File: config.mk
export PLATFORM = sky130hd
export DESIGN_NAME = pddl_token_lexer_flat
export DESIGN_NICKNAME = d
export VERILOG_FILES = /design/src/rtl/pddl_lex_pkg.sv /design/src/rtl/pddl_lex_if.sv /design/src/rtl/pddl_token_lexer.sv /design/src/rtl/pddl_lex_front.sv /design/src/rtl/pddl_lex_queue.sv /design/src/flat_wrapper.sv
export SDC_FILE = /design/constraint.sdc
export NUM_CORES = 1
export LEC_CHECK = 0
export BUFFER_PORTS_ARGS = -buffer_cell sky130_fd_sc_hd__buf_2
export CAP_MARGIN = 25
export CORE_UTILIZATION = 41
export CTS_CLUSTER_SIZE = 24
export DETAILED_ROUTE_END_ITERATION = 10
export PLACE_DENSITY_LB_ADDON = 0.08
export SETUP_SLACK_MARGIN = 0.15
export SLEW_MARGIN = 20
export SYNTH_ARGS = -nofsm -noshare
export SYNTH_HDL_FRONTEND = slang
export SYNTH_HIERARCHICAL = 1
export SYNTH_SLANG_ARGS = --single-unit
File: constraint.sdc
create_clock -name i_clk -period 7.93 [get_ports i_clk]
set_input_delay 0.3965 -clock i_clk [delete_from_list [all_inputs] [get_ports i_clk]]
set_output_delay 0.3965 -clock i_clk [all_outputs]
set_load 0.005 [all_outputs]
File: src/rtl/pddl_lex_pkg.sv
// ----------------------------------------------------------------------------
// PDDL lexer package
// Types, constants, keyword tables and character class functions.
// ----------------------------------------------------------------------------
package pddl_lex_pkg;

    localparam int MAX_MATCH_LEN_DEF = 13;
    localparam int POS_WIDTH_DEF     = 24;
    localparam int KW_CHARS          = 13;
    localparam int OUT_POS_W         = 24;
    localparam int LEN_W             = 16;
    localparam int QUEUE_DEPTH       = 4;
    localparam int QPTR_W            = $clog2(QUEUE_DEPTH);
    localparam int QCNT_W            = $clog2(QUEUE_DEPTH + 1);

    typedef enum logic [1:0] {
        LEX_IDLE = 2'd0,
        LEX_WORD = 2'd1,
        LEX_HALT = 2'd2
    } t_lex_mode;

    typedef enum logic [1:0] {
        CLS_ID  = 2'd0,
        CLS_VAR = 2'd1,
        CLS_DEF = 2'd2
    } t_word_class;

    typedef enum logic [1:0] {
        ST_TOKEN    = 2'd0,
        ST_END      = 2'd1,
        ST_BAD_CHAR = 2'd2,
        ST_BAD_DEF  = 2'd3
    } t_status;

    typedef enum logic [4:0] {
        K_DEF_DEFINE       = 5'd0,
        K_DEF_NAME         = 5'd1,
        K_DEF_REQUIREMENTS = 5'd2,
        K_DEF_PREDICATES   = 5'd3,
        K_DEF_ACTION       = 5'd4,
        K_DEF_PARAMETERS   = 5'd5,
        K_DEF_PRECONDITION = 5'd6,
        K_DEF_EFFECT       = 5'd7,
        K_DEF_DOMAIN       = 5'd8,
        K_DEF_OBJECTS      = 5'd9,
        K_DEF_INIT         = 5'd10,
        K_DEF_GOAL         = 5'd11,
        K_REQ_STRIPS       = 5'd12,
        K_EXP_AND          = 5'd13,
        K_EXP_NOT          = 5'd14,
        K_EXP_OR           = 5'd15,
        K_LPAREN           = 5'd16,
        K_RPAREN           = 5'd17,
        K_VARIABLE         = 5'd18,
        K_ID               = 5'd19
    } t_token_kind;

    typedef struct packed {
        t_status               status;
        t_token_kind           kind;
        logic [OUT_POS_W-1:0]  pos;
        logic [LEN_W-1:0]      len;
        logic                  last;
    } t_result;

    typedef struct packed {
        logic [1:0] cnt;
        t_result    r0;
        t_result    r1;
    } t_push;

    typedef logic [KW_CHARS-1:0][7:0] t_win;

    typedef struct packed {
        logic [8*KW_CHARS-1:0] text;
        logic [3:0]            len;
        t_token_kind           kind;
    } t_word_ent;

    typedef struct packed {
        logic        hit;
        t_token_kind kind;
    } t_lookup;

    localparam int DEF_COUNT = 11;
    localparam int KWD_COUNT = 6;

    localparam t_word_ent DEF_TABLE [DEF_COUNT] = '{
        '{text: ":requirements", len: 4'd13, kind: K_DEF_REQUIREMENTS},
        '{text: ":predicates",   len: 4'd11, kind: K_DEF_PREDICATES},
        '{text: ":action",       len: 4'd7,  kind: K_DEF_ACTION},
        '{text: ":parameters",   len: 4'd11, kind: K_DEF_PARAMETERS},
        '{text: ":precondition", len: 4'd13, kind: K_DEF_PRECONDITION},
        '{text: ":effect",       len: 4'd7,  kind: K_DEF_EFFECT},
        '{text: ":domain",       len: 4'd7,  kind: K_DEF_DOMAIN},
        '{text: ":objects",      len: 4'd8,  kind: K_DEF_OBJECTS},
        '{text: ":init",         len: 4'd5,  kind: K_DEF_INIT},
        '{text: ":goal",         len: 4'd5,  kind: K_DEF_GOAL},
        '{text: ":strips",       len: 4'd7,  kind: K_REQ_STRIPS}
    };

    localparam t_word_ent KWD_TABLE [KWD_COUNT] = '{
        '{text: "define",  len: 4'd6, kind: K_DEF_DEFINE},
        '{text: "domain",  len: 4'd6, kind: K_DEF_NAME},
        '{text: "problem", len: 4'd7, kind: K_DEF_NAME},
        '{text: "and",     len: 4'd3, kind: K_EXP_AND},
        '{text: "not",     len: 4'd3, kind: K_EXP_NOT},
        '{text: "or",      len: 4'd2, kind: K_EXP_OR}
    };

    localparam logic [7:0] CH_QUEST  = 8'h3F;
    localparam logic [7:0] CH_COLON  = 8'h3A;
    localparam logic [7:0] CH_DASH   = 8'h2D;
    localparam logic [7:0] CH_UNDER  = 8'h5F;
    localparam logic [7:0] CH_LPAREN = 8'h28;
    localparam logic [7:0] CH_RPAREN = 8'h29;
    localparam logic [7:0] CH_NUL    = 8'h00;

    function automatic logic is_alpha(input logic [7:0] c);
        return (c >= 8'h41 && c <= 8'h5A) || (c >= 8'h61 && c <= 8'h7A);
    endfunction

    function automatic logic is_word_byte(input logic [7:0] c);
        return is_alpha(c) || (c >= 8'h30 && c <= 8'h39) || c == CH_DASH || c == CH_UNDER;
    endfunction

    function automatic logic is_space(input logic [7:0] c);
        return c == 8'h20 || (c >= 8'h09 && c <= 8'h0D);
    endfunction

    function automatic logic [7:0] to_lower(input logic [7:0] c);
        return (c >= 8'h41 && c <= 8'h5A) ? c + 8'h20 : c;
    endfunction

    // The text field holds the first character in its highest used byte.
    function automatic logic word_hit(input t_word_ent ent, input t_win win,
                                      input logic [LEN_W-1:0] len);
        logic hit;
        int   idx;
        hit = (len == LEN_W'(ent.len));
        for (int j = 0; j < KW_CHARS; j++) begin
            idx = int'(ent.len) - 1 - j;
            if (idx >= 0) begin
                if (win[j] != ent.text[8*idx +: 8]) begin
                    hit = 1'b0;
                end
            end
        end
        return hit;
    endfunction

    function automatic t_lookup lookup_def(input t_win win, input logic [LEN_W-1:0] len);
        t_lookup res;
        res = '{hit: 1'b0, kind: K_DEF_DEFINE};
        for (int i = 0; i < DEF_COUNT; i++) begin
            if (!res.hit && word_hit(DEF_TABLE[i], win, len)) begin
                res = '{hit: 1'b1, kind: DEF_TABLE[i].kind};
            end
        end
        return res;
    endfunction

    function automatic t_lookup lookup_kwd(input t_win win, input logic [LEN_W-1:0] len);
        t_lookup res;
        res = '{hit: 1'b0, kind: K_DEF_DEFINE};
        for (int i = 0; i < KWD_COUNT; i++) begin
            if (!res.hit && word_hit(KWD_TABLE[i], win, len)) begin
                res = '{hit: 1'b1, kind: KWD_TABLE[i].kind};
            end
        end
        return res;
    endfunction

endpackage

File: src/rtl/pddl_lex_if.sv
// ----------------------------------------------------------------------------
// PDDL lexer channel interfaces
// Valid/ready channels for input bytes and for result words.
// ----------------------------------------------------------------------------
interface pddl_lex_in_if;
    logic       valid;
    logic       ready;
    logic [7:0] char_in;

    modport source (output valid, output char_in, input ready);
    modport sink   (input valid, input char_in, output ready);
endinterface

interface pddl_lex_out_if;
    logic        valid;
    logic        ready;
    logic [1:0]  status;
    logic [4:0]  token_kind;
    logic [23:0] token_pos;
    logic [15:0] token_len;
    logic        last;

    modport source (output valid, output status, output token_kind, output token_pos,
                    output token_len, output last, input ready);
    modport sink   (input valid, input status, input token_kind, input token_pos,
                    input token_len, input last, output ready);
endinterface

File: src/rtl/pddl_token_lexer.sv
// ----------------------------------------------------------------------------
// PDDL token lexer
// Lexes a planning-language text byte by byte into token results.
//
// Channel   Dir  Payload
// i_in      in   char_in
// o_out     out  status, token_kind, token_pos, token_len, last
//
// One byte is taken per cycle while the queue has room. Results are written
// to a four-entry queue at the edge that takes the byte and leave on o_out
// one per cycle while o_out is ready. The front end stalls i_in only while
// fewer than two queue entries are free. Reset is synchronous and clears the
// lexer state and the queue; the word character store needs no clearing.
// ----------------------------------------------------------------------------
module pddl_token_lexer import pddl_lex_pkg::*; #(
    parameter int MAX_MATCH_LEN = MAX_MATCH_LEN_DEF,
    parameter int POS_WIDTH     = POS_WIDTH_DEF
) (
    input  logic                  i_clk,
    input  logic                  i_rst_n,
    pddl_lex_in_if.sink           i_in,
    pddl_lex_out_if.source        o_out
);

    t_push   push;
    logic    room;
    logic    q_valid;
    t_result q_data;

    pddl_lex_front #(
        .MAX_MATCH_LEN (MAX_MATCH_LEN),
        .POS_WIDTH     (POS_WIDTH)
    ) u_front (
        .i_clk   (i_clk),
        .i_rst_n (i_rst_n),
        .i_valid (i_in.valid),
        .i_char  (i_in.char_in),
        .o_ready (i_in.ready),
        .i_room  (room),
        .o_push  (push)
    );

    pddl_lex_queue u_queue (
        .i_clk   (i_clk),
        .i_rst_n (i_rst_n),
        .i_push  (push),
        .o_room  (room),
        .o_valid (q_valid),
        .i_ready (o_out.ready),
        .o_data  (q_data)
    );

    assign o_out.valid      = q_valid;
    assign o_out.status     = q_data.status;
    assign o_out.token_kind = q_data.kind;
    assign o_out.token_pos  = q_data.pos;
    assign o_out.token_len  = q_data.len;
    assign o_out.last       = q_data.last;

endmodule

File: src/rtl/pddl_lex_front.sv
// ----------------------------------------------------------------------------
// PDDL lexer front end
// Classifies each byte, tracks the current word and builds up to two results.
// ----------------------------------------------------------------------------
module pddl_lex_front import pddl_lex_pkg::*; #(
    parameter int MAX_MATCH_LEN = MAX_MATCH_LEN_DEF,
    parameter int POS_WIDTH     = POS_WIDTH_DEF
) (
    input  logic       i_clk,
    input  logic       i_rst_n,
    input  logic       i_valid,
    input  logic [7:0] i_char,
    output logic       o_ready,
    input  logic       i_room,
    output t_push      o_push
);

    localparam int IDX_W = $clog2(MAX_MATCH_LEN);
    localparam logic [POS_WIDTH-1:0] POS_MAX = {POS_WIDTH{1'b1}};
    localparam logic [LEN_W-1:0]     LEN_MAX = {LEN_W{1'b1}};

    t_lex_mode            r_mode, n_mode;
    t_word_class          r_cls, n_cls;
    logic [POS_WIDTH-1:0] r_pos, n_pos;
    logic [POS_WIDTH-1:0] r_start, n_start;
    logic [LEN_W-1:0]     r_len, n_len;
    logic [7:0]           r_chars [MAX_MATCH_LEN];

    logic             fire;
    logic             wr_en;
    logic [IDX_W-1:0] wr_idx;
    logic [7:0]       wr_data;
    logic             lex_char;
    logic             word_vld;
    logic             char_vld;
    t_result          word_res;
    t_result          char_res;
    t_win             win;
    t_lookup          def_lu;
    t_lookup          kwd_lu;

    assign o_ready = i_room;
    assign fire    = i_valid && i_room;

    always_comb begin
        for (int j = 0; j < KW_CHARS; j++) begin
            win[j] = r_chars[j];
        end
    end

    assign def_lu = lookup_def(win, r_len);
    assign kwd_lu = lookup_kwd(win, r_len);

    always_ff @(posedge i_clk) begin
        if (!i_rst_n) begin
            r_mode <= LEX_IDLE;
        end else begin
            r_mode <= n_mode;
        end
    end

    always_ff @(posedge i_clk) begin
        if (!i_rst_n) begin
            r_cls   <= CLS_ID;
            r_pos   <= '0;
            r_start <= '0;
            r_len   <= '0;
        end else begin
            r_cls   <= n_cls;
            r_pos   <= n_pos;
            r_start <= n_start;
            r_len   <= n_len;
        end
    end

    always_ff @(posedge i_clk) begin
        if (wr_en) begin
            r_chars[wr_idx] <= wr_data;
        end
    end

    always_comb begin
        n_mode   = r_mode;
        n_cls    = r_cls;
        n_pos    = r_pos;
        n_start  = r_start;
        n_len    = r_len;
        wr_en    = 1'b0;
        wr_idx   = '0;
        wr_data  = '0;
        lex_char = 1'b0;
        word_vld = 1'b0;
        char_vld = 1'b0;
        word_res = '{status: ST_TOKEN, kind: K_DEF_DEFINE, pos: '0, len: '0, last: 1'b0};
        char_res = '{status: ST_TOKEN, kind: K_DEF_DEFINE, pos: OUT_POS_W'(r_pos),
                     len: LEN_W'(1), last: 1'b1};
        o_push   = '0;

        if (fire && r_mode != LEX_HALT) begin
            if (r_pos != POS_MAX) begin
                n_pos = r_pos + 1'b1;
            end
            lex_char = 1'b1;

            if (r_mode == LEX_WORD) begin
                if (is_word_byte(i_char)) begin
                    lex_char = 1'b0;
                    if (r_len < LEN_W'(MAX_MATCH_LEN)) begin
                        wr_en   = 1'b1;
                        wr_idx  = r_len[IDX_W-1:0];
                        wr_data = to_lower(i_char);
                    end
                    if (r_len != LEN_MAX) begin
                        n_len = r_len + 1'b1;
                    end
                end else begin
                    n_mode       = LEX_IDLE;
                    word_vld     = 1'b1;
                    word_res.pos = OUT_POS_W'(r_start);
                    word_res.len = r_len;
                    unique case (r_cls)
                        CLS_DEF: begin
                            if (def_lu.hit) begin
                                word_res.kind = def_lu.kind;
                            end else begin
                                word_res.status = ST_BAD_DEF;
                                n_mode          = LEX_HALT;
                                lex_char        = 1'b0;
                            end
                        end
                        CLS_VAR: begin
                            word_res.kind = K_VARIABLE;
                        end
                        CLS_ID: begin
                            word_res.kind = kwd_lu.hit ? kwd_lu.kind : K_ID;
                        end
                        default: begin
                            word_res.kind = K_ID;
                        end
                    endcase
                end
            end

            if (lex_char) begin
                if (is_space(i_char)) begin
                    char_vld = 1'b0;
                end else if (i_char == CH_NUL) begin
                    char_vld        = 1'b1;
                    char_res.status = ST_END;
                    char_res.len    = '0;
                end else if (i_char == CH_LPAREN) begin
                    char_vld      = 1'b1;
                    char_res.kind = K_LPAREN;
                end else if (i_char == CH_RPAREN) begin
                    char_vld      = 1'b1;
                    char_res.kind = K_RPAREN;
                end else if (i_char == CH_COLON || i_char == CH_QUEST || is_alpha(i_char)) begin
                    n_mode  = LEX_WORD;
                    n_cls   = (i_char == CH_COLON) ? CLS_DEF :
                              (i_char == CH_QUEST) ? CLS_VAR : CLS_ID;
                    n_start = r_pos;
                    n_len   = LEN_W'(1);
                    wr_en   = 1'b1;
                    wr_idx  = '0;
                    wr_data = to_lower(i_char);
                end else begin
                    char_vld        = 1'b1;
                    char_res.status = ST_BAD_CHAR;
                    n_mode          = LEX_HALT;
                end
            end

            if (word_vld && char_vld) begin
                o_push.cnt = 2'd2;
                o_push.r0  = word_res;
                o_push.r1  = char_res;
            end else if (word_vld) begin
                o_push.cnt     = 2'd1;
                o_push.r0      = word_res;
                o_push.r0.last = 1'b1;
            end else if (char_vld) begin
                o_push.cnt = 2'd1;
                o_push.r0  = char_res;
            end
        end
    end

endmodule

File: src/rtl/pddl_lex_queue.sv
// ----------------------------------------------------------------------------
// PDDL lexer result queue
// Takes up to two result words a cycle and hands out one a cycle while the sink is ready.
// ----------------------------------------------------------------------------
module pddl_lex_queue import pddl_lex_pkg::*; (
    input  logic    i_clk,
    input  logic    i_rst_n,
    input  t_push   i_push,
    output logic    o_room,
    output logic    o_valid,
    input  logic    i_ready,
    output t_result o_data
);

    t_result           r_mem [QUEUE_DEPTH];
    logic [QPTR_W-1:0] r_wr, n_wr;
    logic [QPTR_W-1:0] r_rd, n_rd;
    logic [QCNT_W-1:0] r_cnt, n_cnt;
    logic              pop;

    assign o_valid = (r_cnt != '0);
    assign o_data  = r_mem[r_rd];
    assign o_room  = (r_cnt <= QCNT_W'(QUEUE_DEPTH - 2));
    assign pop     = o_valid && i_ready;

    always_comb begin
        n_wr  = r_wr + QPTR_W'(i_push.cnt);
        n_rd  = r_rd + QPTR_W'(pop);
        n_cnt = r_cnt + QCNT_W'(i_push.cnt) - QCNT_W'(pop);
    end

    always_ff @(posedge i_clk) begin
        if (!i_rst_n) begin
            r_wr  <= '0;
            r_rd  <= '0;
            r_cnt <= '0;
        end else begin
            r_wr  <= n_wr;
            r_rd  <= n_rd;
            r_cnt <= n_cnt;
        end
    end

    always_ff @(posedge i_clk) begin
        if (i_push.cnt != 2'd0) begin
            r_mem[r_wr] <= i_push.r0;
        end
        if (i_push.cnt == 2'd2) begin
            r_mem[QPTR_W'(r_wr + 1'b1)] <= i_push.r1;
        end
    end

endmodule

File: src/flat_wrapper.sv
// flat-port wrapper written by rule: the top's interface ports become plain ports
module pddl_token_lexer_flat import pddl_lex_pkg::*;
#(
    parameter int MAX_MATCH_LEN = MAX_MATCH_LEN_DEF,
    parameter int POS_WIDTH     = POS_WIDTH_DEF
)
  (i_clk, i_rst_n, i_in_valid, i_in_char_in, i_in_ready, o_out_valid, o_out_status, o_out_token_kind, o_out_token_pos, o_out_token_len, o_out_last, o_out_ready);
  pddl_lex_in_if i_in_i ();
  pddl_lex_out_if o_out_i ();
  input  logic i_clk;
  input  logic i_rst_n;
  input wire logic [$bits(i_in_i.valid)-1:0] i_in_valid;
  input wire logic [$bits(i_in_i.char_in)-1:0] i_in_char_in;
  output wire logic [$bits(i_in_i.ready)-1:0] i_in_ready;
  output wire logic [$bits(o_out_i.valid)-1:0] o_out_valid;
  output wire logic [$bits(o_out_i.status)-1:0] o_out_status;
  output wire logic [$bits(o_out_i.token_kind)-1:0] o_out_token_kind;
  output wire logic [$bits(o_out_i.token_pos)-1:0] o_out_token_pos;
  output wire logic [$bits(o_out_i.token_len)-1:0] o_out_token_len;
  output wire logic [$bits(o_out_i.last)-1:0] o_out_last;
  input wire logic [$bits(o_out_i.ready)-1:0] o_out_ready;
  assign i_in_i.valid = i_in_valid;
  assign i_in_i.char_in = i_in_char_in;
  assign i_in_ready = i_in_i.ready;
  assign o_out_valid = o_out_i.valid;
  assign o_out_status = o_out_i.status;
  assign o_out_token_kind = o_out_i.token_kind;
  assign o_out_token_pos = o_out_i.token_pos;
  assign o_out_token_len = o_out_i.token_len;
  assign o_out_last = o_out_i.last;
  assign o_out_i.ready = o_out_ready;
  pddl_token_lexer #(.MAX_MATCH_LEN(MAX_MATCH_LEN), .POS_WIDTH(POS_WIDTH)) u_core (.i_clk(i_clk), .i_rst_n(i_rst_n), .i_in(i_in_i), .o_out(o_out_i));
endmodule
### After elaboration in Yosys (flattened, before gate mapping)

Memory sizes are Yosys's and may differ from the RTL's. A register that Yosys moved wholly into a read port is not among the register bits.
Index checks and enable logic that the tools add are counted.

* bits in registers: 75
* memory bits (writable): 296
* bits of input ports: 12
* output and inout port bits: 50
* word-level logic and storage cells: 412
* memories: 2

Memory list
* u_core.u_queue.r_mem: depth 4, width 48, read ports 1, clocked after memory_dff 1, write ports 2, RTL line pddl_lex_queue.sv:15 `t_result r_mem [QUEUE_DEPTH];`
* u_core.u_front.r_chars: depth 13, width 8, read ports 13, clocked after memory_dff 0, write ports 1, RTL line pddl_lex_front.sv:27 `logic [7:0] r_chars [MAX_MATCH_LEN];`

* add/subtract/negate cells: 8
* $lt $le $gt $ge: 10
* equality and inequality tests: 101
* mux-type cells: 228
* bitwise logic cells: 4
* reductions and logical operators: 51

Operators with widths (count)
* $ne A8 B7 Y1 const B: 78
* $mux W1: 148
* $mux W16: 9
* $mux W6: 17
* $mux W49: 2
* $mux W98: 1
* $mux W47: 2
* $mux W8: 11
* $mux W50: 1
* $eq A16 B3 Y1 const B: 3
* $eq A16 B4 Y1 const B: 3
* $eq A8 B6 Y1 const B: 6
* $mux W48: 1
* $mux W4: 10
* $mux W2: 18
* $eq A16 B2 Y1 const B: 2
* $mux W5: 5
* $add A24 B1 Y24 const B: 1
* $ne A24 B24 Y1 const B: 1
* $logic_and A1 B1 Y1: 23
* $add A16 B1 Y16 const B: 1
* $ge A8 B7 Y1 const B: 2
* $le A8 B7 Y1 const B: 2
* $lt A16 B4 Y1 const B: 1
* 28 further kinds: 54

### Depth between registers and ports, before layout

Gate-level depths: netlist of run 1.
An unclocked memory read counts as a cell.

* word-level depth: 60
* gate-level depth with buffers: 21
* gate-level depth less buffers: 19

### By module

Netlist of run 1, hierarchy kept.

By module, submodules not included
* pddl_lex_queue: times used 1, cells each 509, area each 9663.0 um^2, sequential area each 5905.7 um^2
* pddl_lex_front: times used 1, cells each 923, area each 9186.3 um^2, sequential area each 4484.3 um^2

### Least setup slack after synthesis of run 1

OpenSTA, ideal clock, no wires.

* path type: reg2reg
* start: memory u_core.u_front.r_chars[4][7]
* end: memory u_core/u_queue/r_mem[0][0] (netlist name) (enable)
* library setup time: 0.520 ns
* arrival: 6.674 ns
* data required time: 7.410 ns
* slack: 0.736 ns
* stages on the path, launching flop included: 16
* buffers on the path: 2
* period minus slack after synthesis: 7.194 ns
* path through: edfxtp_1 and4bb_2 nand4b_1 or4_4 or4_4 nand4_4 nor4_4 nor2_1 and3b_1 ha_1 nand2_1 inv_1 buf_4 buf_2 o21bai_1 o21ai_0

RTL lines (RTL line)
* from (decl): pddl_lex_front.sv:27
* to (decl): pddl_lex_queue.sv:15

==> results of run 1 <==
worst min-delay path by stage:
stage                                                 start  cells past startpoint  slack [ps]                                       to
floorplan            u_core/u_front/r_start[0]$_SDFFE_PN0P_                      2         440   u_core/u_front/r_start[0]$_SDFFE_PN0P_
global placement     u_core/u_front/r_start[2]$_SDFFE_PN0P_                      2         440   u_core/u_front/r_start[2]$_SDFFE_PN0P_
detailed placement  u_core/u_front/r_start[17]$_SDFFE_PN0P_                      2         450  u_core/u_front/r_start[17]$_SDFFE_PN0P_
CTS                                             o_out_ready                      3         120        u_core/u_queue/r_rd[0]$_SDFF_PN0_
global route                                    o_out_ready                      3         170        u_core/u_queue/r_rd[0]$_SDFF_PN0_
finish                                          o_out_ready                      3         170        u_core/u_queue/r_rd[0]$_SDFF_PN0_
per-layer routing:
layer | vias to the layer above | routed length [um]
met3 | 72 | 2500
met4 | 2 | 1030
met5 | - | 12
met1 | 6169 | 24300
li1 | 5622 | -
met2 | 318 | 22700
registers in the layout (all words and copies together), names as in the netlist:
signal and flops:
u_core/u_queue/r_rd 2, u_core/u_front/r_start 24, u_core/u_front/r_chars 104, u_core/u_front/r_pos 24
u_core/u_queue/r_cnt 3, u_core/u_queue/r_mem 192, u_core/u_front/r_len 16, u_core/u_front/r_mode 2
u_core/u_front/r_cls 2, u_core/u_queue/r_wr 2
kinds of logic (layout without fill, tap and decap cells):
| family | count (synthesis) | after routing | share of synthesized area |
|---|---|---|---|
| AOI/OAI and AO/OA | 110 | 110 | 0.0420 |
| muxes | 274 | 274 | 0.190 |
| adders and majority gates | 13 | 13 | 0.00903 |
| other | 1 | 20 | 0.000199 |
| xor gates and xnor gates | 25 | 25 | 0.0131 |
| and+or+nand+nor | 517 | 517 | 0.160 |
| buffers and inverters | 121 | 190 | 0.0347 |
| DFF | 371 | 371 | 0.551 |
cell usage in the layout (no fill, tap or decap), types with 6 or more instances in the layout:
master / instances
sky130_fd_sc_hd__a21oi_1: 19
sky130_fd_sc_hd__a22o_1: 25
sky130_fd_sc_hd__and2_1: 20
sky130_fd_sc_hd__and3_1: 28
sky130_fd_sc_hd__and4b_1: 8
sky130_fd_sc_hd__and4bb_2: 6
sky130_fd_sc_hd__buf_2: 61
sky130_fd_sc_hd__buf_4: 19
sky130_fd_sc_hd__clkbuf_1: 12
sky130_fd_sc_hd__clkbuf_16: 44
sky130_fd_sc_hd__clkinv_1: 6
sky130_fd_sc_hd__conb_1: 18
sky130_fd_sc_hd__dfxtp_1: 73
sky130_fd_sc_hd__edfxtp_1: 296
sky130_fd_sc_hd__ha_1: 12
sky130_fd_sc_hd__inv_1: 27
sky130_fd_sc_hd__mux2_1: 58
sky130_fd_sc_hd__mux2_2: 134
sky130_fd_sc_hd__mux2i_1: 34
sky130_fd_sc_hd__mux4_2: 48
sky130_fd_sc_hd__nand2_1: 104
sky130_fd_sc_hd__nand2b_1: 9
sky130_fd_sc_hd__nand3_1: 44
sky130_fd_sc_hd__nand3b_1: 9
sky130_fd_sc_hd__nand4_1: 40
sky130_fd_sc_hd__nand4b_1: 18
sky130_fd_sc_hd__nor2_1: 83
sky130_fd_sc_hd__nor2b_1: 16
sky130_fd_sc_hd__nor3_1: 32
sky130_fd_sc_hd__nor3b_1: 9
sky130_fd_sc_hd__nor4_1: 24
sky130_fd_sc_hd__nor4b_1: 6
sky130_fd_sc_hd__nor4bb_1: 15
sky130_fd_sc_hd__o21a_1: 14
sky130_fd_sc_hd__o21ai_0: 15
sky130_fd_sc_hd__or3_1: 10
sky130_fd_sc_hd__xnor2_1: 10
sky130_fd_sc_hd__xor2_1: 13
layout make-up:
class / count / area (sq um)
Fill cell: 4107 / 24300
Sequential cell: 371 / 10400
Multi-Input combinational cell: 957 / 7930
Clock buffer: 60 / 1180
Tap cell: 600 / 751
Timing Repair Buffer: 84 / 533
Clock inverter: 19 / 139
Inverter: 27 / 101
Antenna cell: 2 / 5.00
synth_stat cells (27+ instances only):
library cell / count / area [sq um]
sky130_fd_sc_hd__edfxtp_1: 296 / 8890
sky130_fd_sc_hd__mux2_2: 134 / 1510
sky130_fd_sc_hd__nand2_1: 104 / 390
sky130_fd_sc_hd__nor2_1: 85 / 319
sky130_fd_sc_hd__dfxtp_1: 75 / 1500
sky130_fd_sc_hd__mux2_1: 58 / 653
sky130_fd_sc_hd__mux4_2: 48 / 1080
sky130_fd_sc_hd__nand3_1: 44 / 220
sky130_fd_sc_hd__nand4_1: 40 / 250
sky130_fd_sc_hd__clkbuf_1: 38 / 143
sky130_fd_sc_hd__mux2i_1: 34 / 340
sky130_fd_sc_hd__nor3_1: 32 / 160
sky130_fd_sc_hd__and3_1: 28 / 175
sky130_fd_sc_hd__inv_1: 27 / 101
worst reg2reg max path, stage by stage (launching register included):
cell and delay (ps):
sky130_fd_sc_hd__dfxtp_1 630, sky130_fd_sc_hd__nand2_1 300, sky130_fd_sc_hd__or4_1 700, sky130_fd_sc_hd__nor4_1 440
sky130_fd_sc_hd__nand4_1 280, sky130_fd_sc_hd__nand2_1 200, sky130_fd_sc_hd__nor4_4 100, sky130_fd_sc_hd__nor2_1 160
sky130_fd_sc_hd__and3b_1 180, sky130_fd_sc_hd__ha_1 150, sky130_fd_sc_hd__buf_4 280, sky130_fd_sc_hd__nand2_1 250
sky130_fd_sc_hd__inv_1 380, sky130_fd_sc_hd__and4bb_2 860, sky130_fd_sc_hd__o21bai_4 270, sky130_fd_sc_hd__buf_4 390
per-stage QoR:
stage | util | power, uW | setup slack (ps) | hold slack [ps] | cells
2_1_floorplan | - | 2740 | 736 | 435 | 1449
3_3_place_gp | 0.434 | 3010 | 2030 | 442 | 2038
3_5_place_dp | 0.434 | 3010 | 2050 | 453 | 2038
4_1_cts | 0.463 | 4910 | 2030 | 123 | 2117
5_1_grt | 0.463 | 5020 | 1650 | 168 | 2118
6_report | 0.463 | 4830 | 2010 | 165 | 2120
report_power, final:
group | internal [uW] | leakage, uW | switching (uW)
registers | 2200 | 0.00347 | 53.9
logic | 326 | 0.00328 | 374
clock network | 1080 | 0.000639 | 793
total | 3610 | 0.00739 | 1220
==> run summary, run 1 <==
==================================================================================================
Max-slew headroom                                                                            0.406
Routed vias                                                                                  12200
Cell chain of the critical path                                                       nand2_1 > or4_1 > nor4_1 > nand4_1 > nand2_1 > nor4_4 > nor2_1 > and3b_1 > ha_1 > buf_4 > nand2_1 > inv_1 > and4bb_2 > o21bai_4 > buf_4
Cell family contributing the most delay on the critical path                          simple AND/OR/NAND/NOR gates
Max Freq                                                                                   169 MHz
Buf/Inv on CP                                                                                    3
Average wire per standard cell                                                             23.8 um
Pins over their slew limit                                                                       0
Count of antenna-violating nets left after detailed routing                                      0
Leftover overflow at the end of global routing                                                   0
Core footprint                                                                         45400 sq um
Grt met3 use                                                                                0.0378
Area Growth Syn to Fin                                                                       11.6%
Total CTS buffers                                                                               43
Sink Count                                                                                     371
Maximum cell stage delay along the critical path                                            860 ps
Final Skew                                                                                 28.3 ps
Final hold viol count                                                                            0
Number of DRC markers in iteration 0                                                           857
Cell area after placement                                                              19700 sq um
Static leakage                                                                          0.00739 uW
Outcome                                                                               finished, final reports clean
Setup crit start kind                                                                    flip-flop
Number of enable-type register cells in the synthesized netlist                                296
Most used cell along the critical path                                                sky130_fd_sc_hd__nand2_1
Top_reg_cell synth                                                                    sky130_fd_sc_hd__edfxtp_1
Hold-fix buffers at CTS                                                                          0
Slew at the pin closest to its max-slew limit                                               891 ps
Cell count after synthesis                                                                    1432
Buffers added on ports                                                                          61
Number of maximum-capacitance violations                                                         0
CTS tree                                                                                     built
Clock buffer depth                                                                               3
Total Routing Usage GR                                                                       0.218
Setup repair after global routing missed its margin                                          false
Initial Utilization                                                                          0.415
Initial antenna violation count                                                                  4
DRC violation count after routing                                                                0
Clock insertion delay at the later pin of the skew report                                   580 ps
Clock transition time at the flip-flop clock pins of the worst setup and hold paths          60 ps
Summed negative setup slack over all endpoints                                                0 ps
Post-synthesis cell area                                                               18800 sq um
Post-route cell area                                                                   21000 sq um
Weighted congestion reported at the end of routability-driven placement                      0.939
Startpoint-to-endpoint class of the critical path                                     flip-flop to flip-flop
Wire length of the first global-routing pass                                              77200 um
Final critical delay including setup and external delays                                   5920 ps
Half-perimeter wire length after placement                                                33500 um
Maximum fanout count along the critical path                                                    25
Synth Register Bits                                                                            371
Most utilized layer in the global route result                                                met2
Sequential-to-total area share from yosys stat                                               0.551
Unique cell type count in the Yosys netlist                                                     75
Post-CTS setup buffers                                                                           0
Maximum number of pins on one net before global-route repair                                    65
Hold crit path type                                                                   input port to flip-flop
Critical R2R Launch                                                                   u_core/u_front/r_len[2]$_SDFFE_PN0P_
Areal power density over the cells                                                     230 nW/um^2
Setup slack, reg-to-reg                                                                    2010 ps
Final Routed Wirelength                                                                   50500 um
Cts repair resizes                                                                               0
Mean Syn Cell Area                                                                      13.2 sq um
Data arrival time of the critical path                                                     6140 ps
Row count                                                                                       78
Share of layout cells above drive strength 1                                                 0.237
I/O pin count                                                                                   62
Category of the worst setup path capture point                                           flip-flop
Met2 Track Usage GR                                                                          0.336
Library cell used as clock root buffer                                                sky130_fd_sc_hd__clkbuf_16
Synth warnings                                                                                   6
Endpoint of the most critical register-to-register path                               u_core/u_queue/r_mem[2][29]$_DFFE_PP_
Vias in the first global route                                                               12100
Met1 usage                                                                                   0.318
Worst reg-to-reg path cell count                                                                15
Post-layout nets                                                                              1509
Die Y                                                                                       216 um
Async S/R FF share, synth                                                                        0
CP Launch Point                                                                       u_core/u_front/r_len[2]$_SDFFE_PN0P_
Iteration count of the initial detailed-routing pass                                             6
Fin crit share                                                                               0.747
Peak supply drop                                                                          0.212 mV
Cell depth of the worst setup path                                                              15
Final count of negative-setup-slack endpoints                                                    0
CTS HTree Levels                                                                                 2
Detail-routed via count per cell                                                              5.75
Total Die Area                                                                         46800 sq um
Cell with the biggest individual delay on the critical path                           sky130_fd_sc_hd__and4bb_2
Endpoint required time on the critical path                                                8140 ps
Critical Path Sink                                                                    u_core/u_queue/r_mem[2][29]$_DFFE_PP_
Die width                                                                                   216 um
==================================================================================================
Power figures use the tool's default switching activity.
==> run 2: changes to the inputs <==
clock period = 5.8 ns   (was 7.93 ns; I/O delays follow)
==> run 2 against run 1 <==
Against the previous run: sequential share of layout area is 0.39 points lower; critical path depth is 2 lower; clock skew is 9.9 ps lower; largest cell class unchanged; core utilization is 0.37 points higher; critical endpoint is now u_core/u_queue/r_mem[0][13]$_DFFE_PP_; global-route usage hardly changed; cell area is 0.80% higher; via count is 0.83% higher.
==> run summary, run 2 (synthesis gave the netlist of run 1 again) <==
==================================================================================================
Cell with the biggest individual delay on the critical path                           sky130_fd_sc_hd__o21ai_4
CP Launch Point                                                                       u_core/u_front/r_chars[0][0]$_DFFE_PP_
Max-slew headroom                                                                            0.339
Wire length of the first global-routing pass                                              77400 um
Proportion of power drawn by the clock network                                               0.396
Iteration count of the initial detailed-routing pass                                             6
Total CTS buffers                                                                               43
DRC violation count after routing                                                                0
Max Freq                                                                                   197 MHz
Sink Count                                                                                     371
Vias in the first global route                                                               12300
Hold depth                                                                                       3
Post-layout nets                                                                              1517
Data arrival time of the critical path                                                     5360 ps
Peak supply drop                                                                          0.298 mV
Clock buffer depth                                                                               3
Most used cells in the layout excluding fill and tap cells                            sky130_fd_sc_hd__edfxtp_1 (296), sky130_fd_sc_hd__mux2_2 (134), sky130_fd_sc_hd__nand2_1 (104), sky130_fd_sc_hd__nor2_1 (83), sky130_fd_sc_hd__dfxtp_1 (73)
Endpoint required time on the critical path                                                6070 ps
Average wire per standard cell                                                             23.9 um
Maximum fanout count along the critical path                                                    21
Power after layout                                                                         6770 uW
CTS tree                                                                                     built
Number of DRC markers in iteration 0                                                          1068
Critical R2R Launch                                                                   u_core/u_front/r_chars[0][0]$_DFFE_PP_
CTS HTree Levels                                                                                 2
Weighted congestion reported at the end of routability-driven placement                      0.935
Row count                                                                                       78
Leftover overflow at the end of global routing                                                   0
Setup crit start kind                                                                    flip-flop
Summed negative setup slack over all endpoints                                                0 ps
Most flop-heavy register                                                              u_core/u_queue/r_mem
Die width                                                                                   216 um
Fin crit share                                                                               0.877
Count of antenna-violating nets left after detailed routing                                      0
Post-CTS setup buffers                                                                           0
Initial antenna violation count                                                                  0
Worst reg-to-reg path cell count                                                                13
Buffers added on ports                                                                          61
Startpoint-to-endpoint class of the critical path                                     flip-flop to flip-flop
Max FFs per register                                                                           192
I/O pin count                                                                                   62
Buf/Inv on CP                                                                                    1
Final count of negative-setup-slack endpoints                                                    0
Half-perimeter wire length after placement                                                33300 um
Outcome                                                                               finished, final reports clean
Maximum cell stage delay along the critical path                                            810 ps
Hold Crit Start                                                                        o_out_ready
Maximum number of pins on one net before global-route repair                                    66
Setup slack, reg-to-reg                                                                     710 ps
Cell family contributing the most delay on the critical path                          simple AND/OR/NAND/NOR gates
Final hold viol count                                                                            0
Library cell used as clock root buffer                                                sky130_fd_sc_hd__clkbuf_16
Routed vias                                                                                  12300
Sw Ratio                                                                                     0.253
Clock transition time at the flip-flop clock pins of the worst setup and hold paths          60 ps
Areal power density over the cells                                                     319 nW/um^2
Initial Utilization                                                                          0.415
Pins over their slew limit                                                                       0
Clock insertion delay at the later pin of the skew report                                   570 ps
Filler Cells Inserted                                                                         4094
Final Skew                                                                                 18.4 ps
Cell depth of the worst setup path                                                              13
Final Routed Wirelength                                                                   50900 um
Hold crit path type                                                                   input port to flip-flop
Area Growth Syn to Fin                                                                       12.5%
Power dissipated by switching net loads                                                    1710 uW
Core footprint                                                                         45400 sq um
Final critical delay including setup and external delays                                   5090 ps
Category of the worst setup path capture point                                           flip-flop
Internal cell power                                                                        5050 uW
Slew at the pin closest to its max-slew limit                                               990 ps
Sequential share of power                                                                    0.456
Setup repair after global routing missed its margin                                          false
Hold-fix buffers at CTS                                                                          0
Final antenna diode count                                                                        0
Die Y                                                                                       216 um
Share of layout cells above drive strength 1                                                 0.242
Total Routing Usage GR                                                                       0.219
Most used cell along the critical path                                                sky130_fd_sc_hd__nand4_1
Total Die Area                                                                         46800 sq um
Cell chain of the critical path                                                       nor4b_1 > nand4_1 > nor4_1 > nand4_1 > nand4_4 > nor4_4 > nor2_1 > and3b_1 > ha_1 > and2_1 > o21bai_1 > o21ai_4 > buf_4
Leading cell type in the layout, fill and taps excluded                               sky130_fd_sc_hd__edfxtp_1
Biggest registers after layout                                                        u_core/u_queue/r_mem: 192 flops, u_core/u_front/r_chars: 104 flops
Static leakage                                                                          0.00748 uW
Detail-routed via count per cell                                                              5.78
Combinational fraction of design power                                                       0.148
Cts repair resizes                                                                               0
Number of maximum-capacitance violations                                                         0
==================================================================================================
run 2: cell count changes in the layout (fill, tap and decap cells not counted), sizes merged:
cell,before,now
buf,83,92
bufinv,1,3
clkbuf,61,62
clkinv,11,12
clkinvlp,3,1
diode,2,0
inv,31,29
run 2: power by group through the flow:
stage / clock network (uW) / registers (uW) / logic (uW)
final: 2680 / 3080 / 1000
after detailed placement: 0 / 3140 / 1020
after floorplan: 0 / 3100 / 640
after global routing: 2830 / 3100 / 1080
after CTS: 2750 / 3090 / 1020
after global placement: 0 / 3140 / 1010
run 2: layout make-up:
class / instances / area [sq um] / area share
sequential: 371 / 10400 / 0.490
multi-input combinational: 957 / 7930 / 0.374
clock buffer: 62 / 1210 / 0.0570
tap: 600 / 751 / 0.0354
timing repair buffer: 92 / 633 / 0.0299
clock inverter: 18 / 186 / 0.00879
inverter: 27 / 101 / 0.00478
run 2: stage by stage:
stage	hold slack, ps	instance area, sq um	setup WS [ps]	util	instances
floorplan	412	18900	36.7	-	1449
CTS	33.3	21200	802	0.467	2127
global placement	443	19800	730	0.436	2046
global route	88.6	21200	487	0.467	2127
detailed placement	447	19800	797	0.436	2047
finish	73.5	21200	711	0.467	2127
run 2: metal layers:
metal | up-vias | track usage | wire [um]
met5 | - | 0 | 0
li1 | 5653 | - | -
met4 | 0 | 0.0751 | 1350
met1 | 6157 | 0.320 | 24200
met3 | 92 | 0.0335 | 2880
met2 | 382 | 0.330 | 22400
run 2: final timing paths:
check / endpoint
max reg2reg: u_core/u_queue/r_mem[0][13]$_DFFE_PP_
min: u_core/u_queue/r_rd[0]$_SDFF_PN0_
min reg2reg: u_core/u_front/r_start[3]$_SDFFE_PN0P_
max: u_core/u_queue/r_mem[0][13]$_DFFE_PP_
run 2: worst register-to-register path: stages, from the launching register on:
cell and delay (ps):
sky130_fd_sc_hd__edfxtp_1 450, sky130_fd_sc_hd__nor4b_1 640, sky130_fd_sc_hd__nand4_1 420, sky130_fd_sc_hd__nor4_1 440, sky130_fd_sc_hd__nand4_1 240, sky130_fd_sc_hd__nand4_4 180
sky130_fd_sc_hd__nor4_4 110, sky130_fd_sc_hd__nor2_1 160, sky130_fd_sc_hd__and3b_1 180, sky130_fd_sc_hd__ha_1 130, sky130_fd_sc_hd__and2_1 420, sky130_fd_sc_hd__o21bai_1 270
sky130_fd_sc_hd__o21ai_4 810, sky130_fd_sc_hd__buf_4 350
